File: src/hdl/pct_pkg.sv
// types and constants shared by the peer connection table modules
package pct_pkg;

  typedef enum logic [1:0] {
    ST_FREE        = 2'd0,
    ST_HANDSHAKING = 2'd1,
    ST_JOINED      = 2'd2,
    ST_LEAVING     = 2'd3
  } slot_st_e;

  typedef enum logic [2:0] {
    OP_LINK_UP      = 3'd0,
    OP_LINK_DOWN    = 3'd1,
    OP_MARK_JOINED  = 3'd2,
    OP_MARK_LEAVING = 3'd3,
    OP_FIND_LINK    = 3'd4,
    OP_FIND_PEER    = 3'd5,
    OP_NOP          = 3'd7
  } op_e;

  typedef struct packed {
    logic [2:0]  opcode;
    logic [31:0] link_id;
    logic [15:0] peer_id;
    logic [7:0]  minor_version;
  } req_t;

  typedef struct packed {
    logic        ok;
    logic [3:0]  slot_index;
    logic [1:0]  slot_state;
    logic [31:0] found_link;
    logic [15:0] found_peer;
    logic [7:0]  found_minor;
    logic [4:0]  joined_count;
    logic [4:0]  occupied_count;
  } rsp_t;

  typedef struct packed {
    op_e         op;
    logic [31:0] link;
    logic [15:0] peer;
    logic [7:0]  minor;
  } cmd_t;

  typedef struct packed {
    slot_st_e    st;
    logic [31:0] link;
    logic [15:0] peer;
    logic [7:0]  minor;
  } entry_t;

endpackage

File: src/hdl/pct_front.sv
// front end: accepts transactions, decodes the opcode and queues commands
module pct_front (
  input  logic          clk_i,
  input  logic          rst_ni,
  input  logic          in_valid_i,
  output logic          in_stall_o,
  input  pct_pkg::req_t in_data_i,
  output logic          cmd_valid_o,
  output pct_pkg::cmd_t cmd_o,
  input  logic          cmd_pop_i
);
  import pct_pkg::*;

  localparam int QDepth = 2;

  cmd_t       q_mem [QDepth];
  logic       wr_ptr_q, wr_ptr_d;
  logic       rd_ptr_q, rd_ptr_d;
  logic [1:0] cnt_q, cnt_d;
  cmd_t       dec;
  logic       push, pop;

  always_comb begin
    unique case (in_data_i.opcode)
      OP_LINK_UP:      dec.op = OP_LINK_UP;
      OP_LINK_DOWN:    dec.op = OP_LINK_DOWN;
      OP_MARK_JOINED:  dec.op = OP_MARK_JOINED;
      OP_MARK_LEAVING: dec.op = OP_MARK_LEAVING;
      OP_FIND_LINK:    dec.op = OP_FIND_LINK;
      OP_FIND_PEER:    dec.op = OP_FIND_PEER;
      default:         dec.op = OP_NOP;
    endcase
    dec.link  = in_data_i.link_id;
    dec.peer  = in_data_i.peer_id;
    dec.minor = in_data_i.minor_version;
  end

  assign in_stall_o  = (cnt_q == 2'(QDepth));
  assign push        = in_valid_i && !in_stall_o;
  assign pop         = cmd_pop_i && (cnt_q != 2'd0);
  assign cmd_valid_o = (cnt_q != 2'd0);
  assign cmd_o       = q_mem[rd_ptr_q];

  always_comb begin
    wr_ptr_d = push ? ~wr_ptr_q : wr_ptr_q;
    rd_ptr_d = pop ? ~rd_ptr_q : rd_ptr_q;
    cnt_d    = cnt_q + 2'(push) - 2'(pop);
  end

  always_ff @(posedge clk_i or negedge rst_ni) begin
    if (!rst_ni) begin
      wr_ptr_q <= 1'b0;
      rd_ptr_q <= 1'b0;
      cnt_q    <= 2'd0;
    end else begin
      wr_ptr_q <= wr_ptr_d;
      rd_ptr_q <= rd_ptr_d;
      cnt_q    <= cnt_d;
    end
  end

  always_ff @(posedge clk_i) begin
    if (push) begin
      q_mem[wr_ptr_q] <= dec;
    end
  end

endmodule

File: src/hdl/pct_back.sv
// back end: scans the slot memory, applies the command and registers the result
module pct_back #(
  parameter int SLOTS = 16
) (
  input  logic          clk_i,
  input  logic          rst_ni,
  input  logic          cmd_valid_i,
  input  pct_pkg::cmd_t cmd_i,
  output logic          cmd_pop_o,
  output logic          out_valid_o,
  input  logic          out_stall_i,
  output pct_pkg::rsp_t out_data_o
);
  import pct_pkg::*;

  localparam int IW = (SLOTS > 1) ? $clog2(SLOTS) : 1;
  localparam int CW = $clog2(SLOTS + 1);

  typedef enum logic [3:0] {
    BK_IDLE  = 4'b0001,
    BK_SCAN  = 4'b0010,
    BK_DRAIN = 4'b0100,
    BK_EXEC  = 4'b1000
  } back_st_e;

  back_st_e        st_q, st_d;
  entry_t          mem [SLOTS];
  logic [SLOTS-1:0] vld_q, vld_d;
  cmd_t            cur_q, cur_d;
  logic [IW-1:0]   cnt_q, cnt_d;
  entry_t          rd_q;
  logic            rv_q;
  logic [IW-1:0]   rdi_q;
  logic            rdp_q, rdp_d;
  logic            hit_q, hit_d;
  logic [IW-1:0]   hidx_q, hidx_d;
  entry_t          hent_q, hent_d;
  logic            free_q, free_d;
  logic [IW-1:0]   fidx_q, fidx_d;
  logic [CW-1:0]   joined_q, joined_d;
  logic [CW-1:0]   occ_q, occ_d;
  logic            out_valid_q, out_valid_d;
  rsp_t            out_q, out_d;
  slot_st_e        rst_st;
  logic            link_m, peer_m, key_m;
  logic            fire, ok, we;
  logic [IW-1:0]   idx;
  entry_t          ent;

  assign out_valid_o = out_valid_q;
  assign out_data_o  = out_q;
  assign fire        = (st_q == BK_EXEC) && (!out_valid_q || !out_stall_i);
  assign cmd_pop_o   = (st_q == BK_IDLE) && cmd_valid_i;

  // match check on the entry read in the previous cycle
  always_comb begin
    rst_st = rv_q ? rd_q.st : ST_FREE;
    link_m = (rst_st != ST_FREE) && (rd_q.link == cur_q.link);
    peer_m = ((rst_st == ST_JOINED) || (rst_st == ST_LEAVING)) &&
             (rd_q.peer == cur_q.peer);
    key_m  = (cur_q.op == OP_FIND_PEER) ? peer_m : link_m;
  end

  always_comb begin
    st_d   = st_q;
    cur_d  = cur_q;
    cnt_d  = cnt_q;
    rdp_d  = 1'b0;
    hit_d  = hit_q;
    hidx_d = hidx_q;
    hent_d = hent_q;
    free_d = free_q;
    fidx_d = fidx_q;

    if (rdp_q) begin
      if (key_m && !hit_q) begin
        hit_d     = 1'b1;
        hidx_d    = rdi_q;
        hent_d    = rd_q;
        hent_d.st = rst_st;
      end
      if ((rst_st == ST_FREE) && !free_q) begin
        free_d = 1'b1;
        fidx_d = rdi_q;
      end
    end

    unique case (st_q)
      BK_IDLE: begin
        if (cmd_valid_i) begin
          cur_d  = cmd_i;
          cnt_d  = '0;
          hit_d  = 1'b0;
          free_d = 1'b0;
          st_d   = BK_SCAN;
        end
      end
      BK_SCAN: begin
        rdp_d = 1'b1;
        cnt_d = cnt_q + IW'(1);
        if (cnt_q == IW'(SLOTS - 1)) begin
          st_d = BK_DRAIN;
        end
      end
      BK_DRAIN: begin
        st_d = BK_EXEC;
      end
      BK_EXEC: begin
        if (fire) begin
          st_d = BK_IDLE;
        end
      end
      default: st_d = BK_IDLE;
    endcase
  end

  always_comb begin
    ok       = 1'b0;
    we       = 1'b0;
    idx      = hidx_q;
    ent      = hent_q;
    vld_d    = vld_q;
    joined_d = joined_q;
    occ_d    = occ_q;

    case (cur_q.op) inside
      OP_LINK_UP: begin
        if (hit_q) begin
          ok = 1'b1;
        end else if (free_q) begin
          ok        = 1'b1;
          we        = 1'b1;
          idx       = fidx_q;
          ent.st    = ST_HANDSHAKING;
          ent.link  = cur_q.link;
          ent.peer  = '0;
          ent.minor = '0;
          vld_d[fidx_q] = 1'b1;
          occ_d     = occ_q + CW'(1);
        end
      end
      OP_LINK_DOWN: begin
        if (hit_q) begin
          ok  = 1'b1;
          ent = '0;
          vld_d[hidx_q] = 1'b0;
          occ_d = occ_q - CW'(1);
          if (hent_q.st == ST_JOINED) begin
            joined_d = joined_q - CW'(1);
          end
        end
      end
      OP_MARK_JOINED: begin
        if (hit_q && (hent_q.st == ST_HANDSHAKING)) begin
          ok        = 1'b1;
          we        = 1'b1;
          ent.st    = ST_JOINED;
          ent.peer  = cur_q.peer;
          ent.minor = cur_q.minor;
          joined_d  = joined_q + CW'(1);
        end
      end
      OP_MARK_LEAVING: begin
        if (hit_q && (hent_q.st == ST_JOINED)) begin
          ok       = 1'b1;
          we       = 1'b1;
          ent.st   = ST_LEAVING;
          joined_d = joined_q - CW'(1);
        end
      end
      OP_FIND_LINK, OP_FIND_PEER: begin
        ok = hit_q;
      end
      default: ok = 1'b0;
    endcase

    if (!fire) begin
      we       = 1'b0;
      vld_d    = vld_q;
      joined_d = joined_q;
      occ_d    = occ_q;
    end

    out_d                = '0;
    out_d.joined_count   = 5'(joined_d);
    out_d.occupied_count = 5'(occ_d);
    if (ok) begin
      out_d.ok          = 1'b1;
      out_d.slot_index  = 4'(idx);
      out_d.slot_state  = ent.st;
      out_d.found_link  = ent.link;
      out_d.found_peer  = ent.peer;
      out_d.found_minor = ent.minor;
    end

    if (fire) begin
      out_valid_d = 1'b1;
    end else begin
      out_valid_d = out_valid_q && out_stall_i;
    end
  end

  always_ff @(posedge clk_i or negedge rst_ni) begin
    if (!rst_ni) begin
      st_q        <= BK_IDLE;
      vld_q       <= '0;
      cnt_q       <= '0;
      rdp_q       <= 1'b0;
      hit_q       <= 1'b0;
      free_q      <= 1'b0;
      joined_q    <= '0;
      occ_q       <= '0;
      out_valid_q <= 1'b0;
    end else begin
      st_q        <= st_d;
      vld_q       <= vld_d;
      cnt_q       <= cnt_d;
      rdp_q       <= rdp_d;
      hit_q       <= hit_d;
      free_q      <= free_d;
      joined_q    <= joined_d;
      occ_q       <= occ_d;
      out_valid_q <= out_valid_d;
    end
  end

  always_ff @(posedge clk_i) begin
    cur_q  <= cur_d;
    hidx_q <= hidx_d;
    hent_q <= hent_d;
    fidx_q <= fidx_d;
    rdi_q  <= cnt_q;
    rv_q   <= vld_q[cnt_q];
    if (fire) begin
      out_q <= out_d;
    end
  end

  // slot memory, one read and one write port
  always_ff @(posedge clk_i) begin
    rd_q <= mem[cnt_q];
    if (we) begin
      mem[idx] <= ent;
    end
  end

endmodule

File: src/hdl/peer_connection_table_unit.sv
// top level of the peer connection table
// sequence: idle, scan of every slot, drain, then exec, which writes the output
// register and waits while the output is stalled; one transaction at a time, set
// by the scan of the single read port slot memory; two commands queue ahead
// reset: all slots read as free at once through per-slot valid flags, no sweep
module peer_connection_table_unit #(
  parameter int SLOTS = 16
) (
  input  logic          clk_i,
  input  logic          rst_ni,
  input  logic          in_valid_i,
  output logic          in_stall_o,
  input  pct_pkg::req_t in_data_i,
  output logic          out_valid_o,
  input  logic          out_stall_i,
  output pct_pkg::rsp_t out_data_o
);
  import pct_pkg::*;

  logic cmd_valid;
  logic cmd_pop;
  cmd_t cmd;

  pct_front u_front (
    .clk_i       (clk_i),
    .rst_ni      (rst_ni),
    .in_valid_i  (in_valid_i),
    .in_stall_o  (in_stall_o),
    .in_data_i   (in_data_i),
    .cmd_valid_o (cmd_valid),
    .cmd_o       (cmd),
    .cmd_pop_i   (cmd_pop)
  );

  pct_back #(
    .SLOTS (SLOTS)
  ) u_back (
    .clk_i       (clk_i),
    .rst_ni      (rst_ni),
    .cmd_valid_i (cmd_valid),
    .cmd_i       (cmd),
    .cmd_pop_o   (cmd_pop),
    .out_valid_o (out_valid_o),
    .out_stall_i (out_stall_i),
    .out_data_o  (out_data_o)
  );

endmodule
File: config.mk
export PLATFORM = sky130hd
export DESIGN_NAME = peer_connection_table_unit
export DESIGN_NICKNAME = d
export VERILOG_FILES = /design/src/hdl/pct_pkg.sv /design/src/hdl/pct_front.sv /design/src/hdl/pct_back.sv /design/src/hdl/peer_connection_table_unit.sv
export SDC_FILE = /design/constraint.sdc
export NUM_CORES = 1
export LEC_CHECK = 0
export BUFFER_PORTS_ARGS = -buffer_cell sky130_fd_sc_hd__buf_2
export CAP_MARGIN = 20
export CORE_ASPECT_RATIO = 1.5
export CORE_MARGIN = 10
export CORE_UTILIZATION = 55
export CTS_CLUSTER_SIZE = 25
export DETAILED_ROUTE_END_ITERATION = 16
export GPL_TIMING_DRIVEN = 0
export PLACE_DENSITY = 0.71
export SLEW_MARGIN = 15
export SYNTH_ARGS = -nofsm -noshare
export SYNTH_HDL_FRONTEND = slang
export SYNTH_SLANG_ARGS = --single-unit
export TNS_END_PERCENT = 50
File: constraint.sdc
create_clock -name clk_i -period 4.82 [get_ports clk_i]
set_clock_uncertainty 0.1 [all_clocks]
set_input_delay 0.241 -clock clk_i [delete_from_list [all_inputs] [get_ports clk_i]]
set_output_delay 0.241 -clock clk_i [all_outputs]
set_load 0.01 [all_outputs]
# --- After elaboration in Yosys (flattened, before gate mapping) ---
# Memory sizes are Yosys's and may differ from the RTL's. A register that Yosys moved wholly into a read port is not among the register bits.
# Cells that the tools add are included.
op_classes:
  n_addsub: 7
  magnitude_cmp: 5
  eq_ne: 27
  muxes: 84
  bitwise: 5
  n_reduce_logical: 35
op_table:
  columns: ["cell", "count"]
  rows:
  - ["2-to-1 mux 58 bit", 3]
  - ["2-to-1 mux 24 bit", 4]
  - ["2-to-1 mux 16 bit", 5]
  - ["2-to-1 mux 5 bit", 15]
  - ["2-to-1 mux 32 bit", 2]
  - ["2-to-1 mux 63 bit", 1]
  - ["2-to-1 mux 1 bit", 34]
  - ["== test 32 bit", 1]
  - ["2-to-1 mux 4 bit", 7]
  - ["case mux 3 bit (6 select lines)", 1]
  - ["AND 16 bit", 1]
  - ["== test 16 bit", 1]
  - ["NOT 16 bit", 1]
  - ["bitwise OR 16 bit", 1]
  - ["case mux 4 bit (4 select lines)", 1]
  - ["less-than comparator 4 x 5 -> 1 bit (second input constant)", 3]
  - ["2-to-1 mux 2 bit", 7]
  - ["logical AND 1 bit", 13]
  - ["== test 3 x 2 -> 1 bit (second input constant)", 4]
  - ["== test 3 bit (second input constant)", 4]
  - ["adder 5 x 1 -> 5 bit (second input constant)", 2]
  - ["nonzero test 2 bit", 5]
  - ["subtractor 5 x 1 -> 5 bit (second input constant)", 2]
  - ["demux 1 bit (select 4 bit)", 2]
  - ["other kinds (24)", 43]
word_totals:
  register_bits: 186
  ramBits: 1046
  output_inout_bits: 75
  wordCells: 193
  mem_count: 2
mem_list:
  columns: ["name", "depth", "width", "read_ports", "rd_clocked_by_memory_dff", "write_ports", "line", "text"]
  rows:
  - ["u_back.mem", 16, 58, 1, 1, 1, "pct_back.sv:27", "entry_t mem [SLOTS];"]
  - ["u_front.q_mem", 2, 59, 1, 1, 1, "pct_front.sv:16", "cmd_t q_mem [QDepth];"]

# --- Depth between registers and ports, before layout ---
depth:
  depth_word: 10
  ltp_mapped: 9
  mapped_depth_nobuf: 9

# --- By module ---
# From an unflattened synthesis, not the netlist that was laid out.
unflattened:
  cells_unflattened: 2673
  hier_area_um2: 51170.3
modules_own_cells:
  columns: ["module", "instances", "cells_per_inst", "area_per_inst_um2"]
  rows:
  - ["pct_back", 1, 2468, 46444.5]
  - ["pct_front", 1, 205, 4725.8]

# --- Worst setup path before layout ---
# OpenSTA, ideal clock, no wires.
synth_timing:
  kind: "register to register"
  start: "reg u_back.cur_q[57] in the netlist's numbering"
  end: "reg u_back.hent_q[0] in the netlist's numbering, enable pin"
  arrival_time_ns: 4.486
  path_slack_ns: -0.268
  path_stages_with_launch: 7
  path_buffers: 1
  path_cell_list: "edfxtp_1 -> clkbuf_1 -> and3b_1 -> or3_1 -> nor4_1 -> nand4_1 -> a21oi_1"
synth_between:
  elab_chain_cells: 4
synth_rtl:
  columns: ["element", "line", "text"]
  rows:
  - ["from (decl)", "pct_back.sv:29", "cmd_t cur_q, cur_d;"]
  - ["from (signal assigned)", "pct_back.sv:228", "cur_q <= cur_d;"]
  - ["== test 3 bit", "pct_back.sv:61", "key_m = (cur_q.op == OP_FIND_PEER) ? peer_m : link_m;"]
  - ["2-to-1 mux 1 bit", "pct_back.sv:61", null]
  - ["logical AND 1 bit", "pct_back.sv:76", "if (key_m && !hit_q) begin"]
  - ["AND reduction 2 bit (no source line)", null, null]
  - ["to (signal assigned)", "pct_back.sv:230", "hent_q <= hent_d;"]
  - ["to (decl)", "pct_back.sv:37", "entry_t hent_q, hent_d;"]
# Every way passes these cells.
# A chain may end at the register's enable or synchronous reset.

# --- Final worst setup path ---
layout_timing:
  start: "reg u_back.cur_q[56] in the netlist's numbering"
  end: "mem u_back.mem[15][18] in the netlist's numbering, enable pin"
layout_between:
  elab_chain_cells: 8
layout_rtl:
  columns: ["element", "line", "text"]
  rows:
  - ["== test 3 x 2 -> 1 bit (no source line)", null, null]
  - ["2-to-1 mux 1 bit (4 in a row)", "pct_back.sv:126", "case (cur_q.op) inside"]
  - ["2-to-1 mux 1 bit", "pct_back.sv:177", "if (!fire) begin"]
  - ["2-to-1 mux 1 bit", "pct_back.sv:242", "if (we) begin"]
  - ["2-to-1 mux 1 bit (implied by the code)", "pct_back.sv:243", "mem[idx] <= ent;"]
  - ["to (decl)", "pct_back.sv:27", null]
# Several ways; a longest one is shown, not always the timed one.

==> impl_metrics.env <==
export IMPL_p_int_w=0.0213
export IMPL_clockBufferDepth=3
export IMPL_yosysTopAreaCell="edfxtp_1"
export IMPL_cp_required_ns=5.13
export IMPL_synth_ff_type="edfxtp_1"
export IMPL_synthArstFlopShare=0.0311
export IMPL_dpl_instance_area_um2=54200
export IMPL_drcViolationCount=0
export IMPL_clkLatencyLatePin_ns=0.74
export IMPL_antenna_found_initial=2
export IMPL_design_core_area_um2=90500
export IMPL_clkSinkCount=1349
export IMPL_syn_area_per_cell_um2=22.3
export IMPL_setup_slack_ns=0.162
export IMPL_synth_net_count=2328
export IMPL_peakVddDrop_mv=0.365
export IMPL_synth_top_cells_by_count="1244 x edfxtp_1, 295 x mux4_2, 63 x and2_1, 63 x clkbuf_1, 63 x dfxtp_1"
export IMPL_cp_top_family="buffers and inverters"
export IMPL_timing_critical_path_buf_inv=7
export IMPL_ys_types=59
export IMPL_gp_congestion=0.894
export IMPL_final_nets=2718
export IMPL_drt_iter0_markers=3212
export IMPL_yosysSeqAreaShare=0.788
export IMPL_dp_slack_ns=0.257
export IMPL_cts_resized=0
export IMPL_slew_headroom=0.189
export IMPL_io_buffers=137
export IMPL_die_area_um2=104000
export IMPL_ys_seq_elements=1349
export IMPL_h_tree_depth=3
export IMPL_fin_total_pwr_w=0.0287
export IMPL_drive_gt1_frac=0.294
export IMPL_setup_violations_final=0
export IMPL_path_clk_slew_ns=0.07
export IMPL_cp_arrival_ns=4.97
export IMPL_cts_tree="done"
export IMPL_vias_per_cell=6.43
export IMPL_crit_type="register to register"
export IMPL_cpMaxStageDelayCell="nor2_4"
export IMPL_cp_end_kind="register"
export IMPL_cts_buffers=115
export IMPL_switchingPower_w=0.00742
export IMPL_mappedNetlistArea_um2=50300
export IMPL_synth_edf_count=1244
export IMPL_grtUsageMet2=0.410
export IMPL_worstPathCellList="buf_2 > nor3_1 > and2_1 > clkbuf_1 > buf_2 > buf_1 > a31oi_1 > nor2_4 > buf_16 > buf_16 > buf_12"
export IMPL_grt_max_degree=45
export IMPL_initial_core_util=0.556
export IMPL_grt_pass1_vias=26300
export IMPL_tightest_slew_ns=1.21
export IMPL_die_x_um=267
export IMPL_yosysWarnings=0
export IMPL_leakage_nw=18.9
export IMPL_tns_ns=0
export IMPL_fp_dieH_um=390
export IMPL_critPathLaunchType="register"
export IMPL_row_count=135
export IMPL_post_route_util=0.649
export IMPL_vias=25100
export IMPL_fin_area_um2=58800
export IMPL_seqPwrFrac=0.500
export IMPL_drv_slew=0
export IMPL_nFillCells=5776
export IMPL_grt_overflow=0
export IMPL_synth_area_leaders="edfxtp_1 74%, mux4_2 13%, dfxtp_1 2.5%, dfrtp_1 2.0%, mux2_2 1.3%"
export IMPL_netlist_instances=2258
export IMPL_synth_top_cell_area_share=0.742
export IMPL_status="complete, no violations"
export IMPL_fin_crit_ns=4.66
export IMPL_wl_per_cell_um=32.2
export IMPL_dr_pass1_iters=6
export IMPL_drv_cap=0
export IMPL_max_freq_ghz=0.215
export IMPL_busiest_layer="met2"
export IMPL_synth_most_common_cell="edfxtp_1"
export IMPL_power_frac_comb=0.169
export IMPL_cts_root_buf="clkbuf_16"
export IMPL_gr_usage_all_layers=0.245
export IMPL_place_hpwl_mm=81.2
export IMPL_power_share_clock=0.331
export IMPL_syn_to_final_growth_pct=16.8
export IMPL_max_stage_delay_ns=0.69
export IMPL_rsz0062_at_grt="yes"
export IMPL_hold_viol_final=0
export IMPL_routed_wl_mm=126
export IMPL_timing_final_crit_share=0.966
export IMPL_use_met3=0.0420
export IMPL_cp_max_fo=16
export IMPL_powerDensity_nw_per_um2=489
export IMPL_ant_nets=0
export IMPL_switching_share=0.258
export IMPL_pin_count=138
export IMPL_min_path_type="input pin to async pin"
export IMPL_grtUsageMet1=0.318
export IMPL_grt_pass1_wl_mm=183
path summary, 6_finish.rpt:
path / from / endpoint / slack (ns) / depth (start not counted)
setup / recovery: u_back.cur_q[56]$_DFFE_PP_ / u_back.mem[15][18]$_DFFE_PP_ / 0.16 / 11
hold / removal: rst_ni / u_back.vld_q[6]$_DFFE_PN0P_ / 0.13 / 2
setup reg to reg: u_back.cur_q[56]$_DFFE_PP_ / u_back.mem[15][18]$_DFFE_PP_ / 0.16 / 11
hold reg to reg: u_back.cnt_q[2]$_DFFE_PN0P_ / u_back.rdi_q[2]$_DFF_P_ / 0.27 / 0
max in group asynchronous: rst_ni / u_back.vld_q[13]$_DFFE_PN0P_ / 3.87 / 2
min in group clk_i: in_data_i[20] / u_front.q_mem[1][20]$_DFFE_PP_ / 0.14 / 2
per-stage QoR:
stage          hold WS, ns  instances
3_5_place_dp         0.258       3627
2_1_floorplan       -0.155       2258
6_report             0.127       3909
5_1_grt              0.141       3907
3_3_place_gp         0.253       3559
4_1_cts             0.0961       3902
power by group through the flow:
stage               clock (W)  sequential, W  combinational [W]
floorplan                   0         0.0144            0.00311
global placement            0         0.0146            0.00456
detailed placement          0         0.0146            0.00479
CTS                   0.00962         0.0144            0.00489
global route           0.0100         0.0144            0.00511
finish                0.00951         0.0144            0.00486
area by class of cell:
| type | count | area [um2] | area share |
|---|---|---|---|
| Inverter | 14 | 57.6 | 0.000979 |
| Multi-Input combinational cell | 788 | 10300 | 0.175 |
| Timing Repair Buffer | 273 | 2980 | 0.0507 |
| Tap cell | 1164 | 1460 | 0.0248 |
| Buffer | 107 | 455 | 0.00775 |
| Clock inverter | 61 | 683 | 0.0116 |
| Clock buffer | 151 | 3170 | 0.0539 |
| Sequential cell | 1349 | 39700 | 0.675 |
| Antenna cell | 2 | 5.00 | 0.0000852 |
cell usage in the layout, fill, tap and decap left out, drive strengths merged, types with 3 or more instances in the layout:
cell | synthesis | final
clkbuf | 63 | 215
nand2b | 6 | 6
or3b | 3 | 3
a21oi | 20 | 20
dfrtp | 41 | 41
inv | 14 | 16
o21ai | 45 | 45
nand3b | 3 | 3
a22o | 54 | 54
or4 | 3 | 3
nor2b | 5 | 5
clkinvlp | 0 | 10
dlygate4sd3 | 0 | 63
and2 | 63 | 63
bufinv | 0 | 14
clkinv | 0 | 35
ha | 7 | 7
a211oi | 3 | 3
nor3 | 13 | 13
mux4 | 295 | 295
dfxtp | 63 | 63
nor2 | 52 | 52
xnor2 | 40 | 40
nor3b | 4 | 4
a21o | 3 | 3
nand2 | 29 | 29
buf | 44 | 253
nand4 | 15 | 15
or3 | 3 | 3
nor4 | 5 | 5
mux2 | 60 | 60
xor2 | 21 | 21
nand3 | 9 | 9
edfxtp | 1244 | 1244
kinds of logic (layout without fill, tap and decap cells):
logic type | after synthesis | count (layout) | share of synthesized area
other cells | 0 | 2 | 0
mux | 357 | 357 | 0.146
simple gates | 224 | 224 | 0.0245
buf+inv | 121 | 606 | 0.0100
xor+xnor | 61 | 61 | 0.0106
fa+ha+maj | 7 | 7 | 0.00174
flops | 1349 | 1349 | 0.788
compound gates | 139 | 139 | 0.0189
flip-flops by register name, indices dropped and copies added (netlist names), 16 cells and up:
name               count
u_back.cur_q          59
u_back.out_data_o     73
u_back.hent_q         58
u_back.rd_q           58
u_back.mem           928
u_front.q_mem        118
u_back.vld_q          16
per-layer routing:
layer,vias up,share of wire
met5,-,0
met4,0,0.036
met3,310,0.084
met2,1525,0.51
met1,13200,0.37
li1,10100,-
worst register-to-register path, stage by stage, from the launching register on:
cell	delay [ns]
edfxtp_1	0.41
buf_2	0.19
nor3_1	0.24
and2_1	0.18
clkbuf_1	0.56
buf_2	0.46
buf_1	0.45
a31oi_1	0.44
nor2_4	0.69
buf_16	0.25
buf_16	0.17
buf_12	0.20
what timing repair did:
| item | in CTS | in global routing |
|---|---|---|
| endpoints found under the setup margin | 0 | 16 |
| endpoints found under the hold margin | 163 | 0 |
| hold buffers | 63 | 0 |
| buffers inserted | 0 | 1 |
No activity file was read; power rests on OpenSTA's default activity.
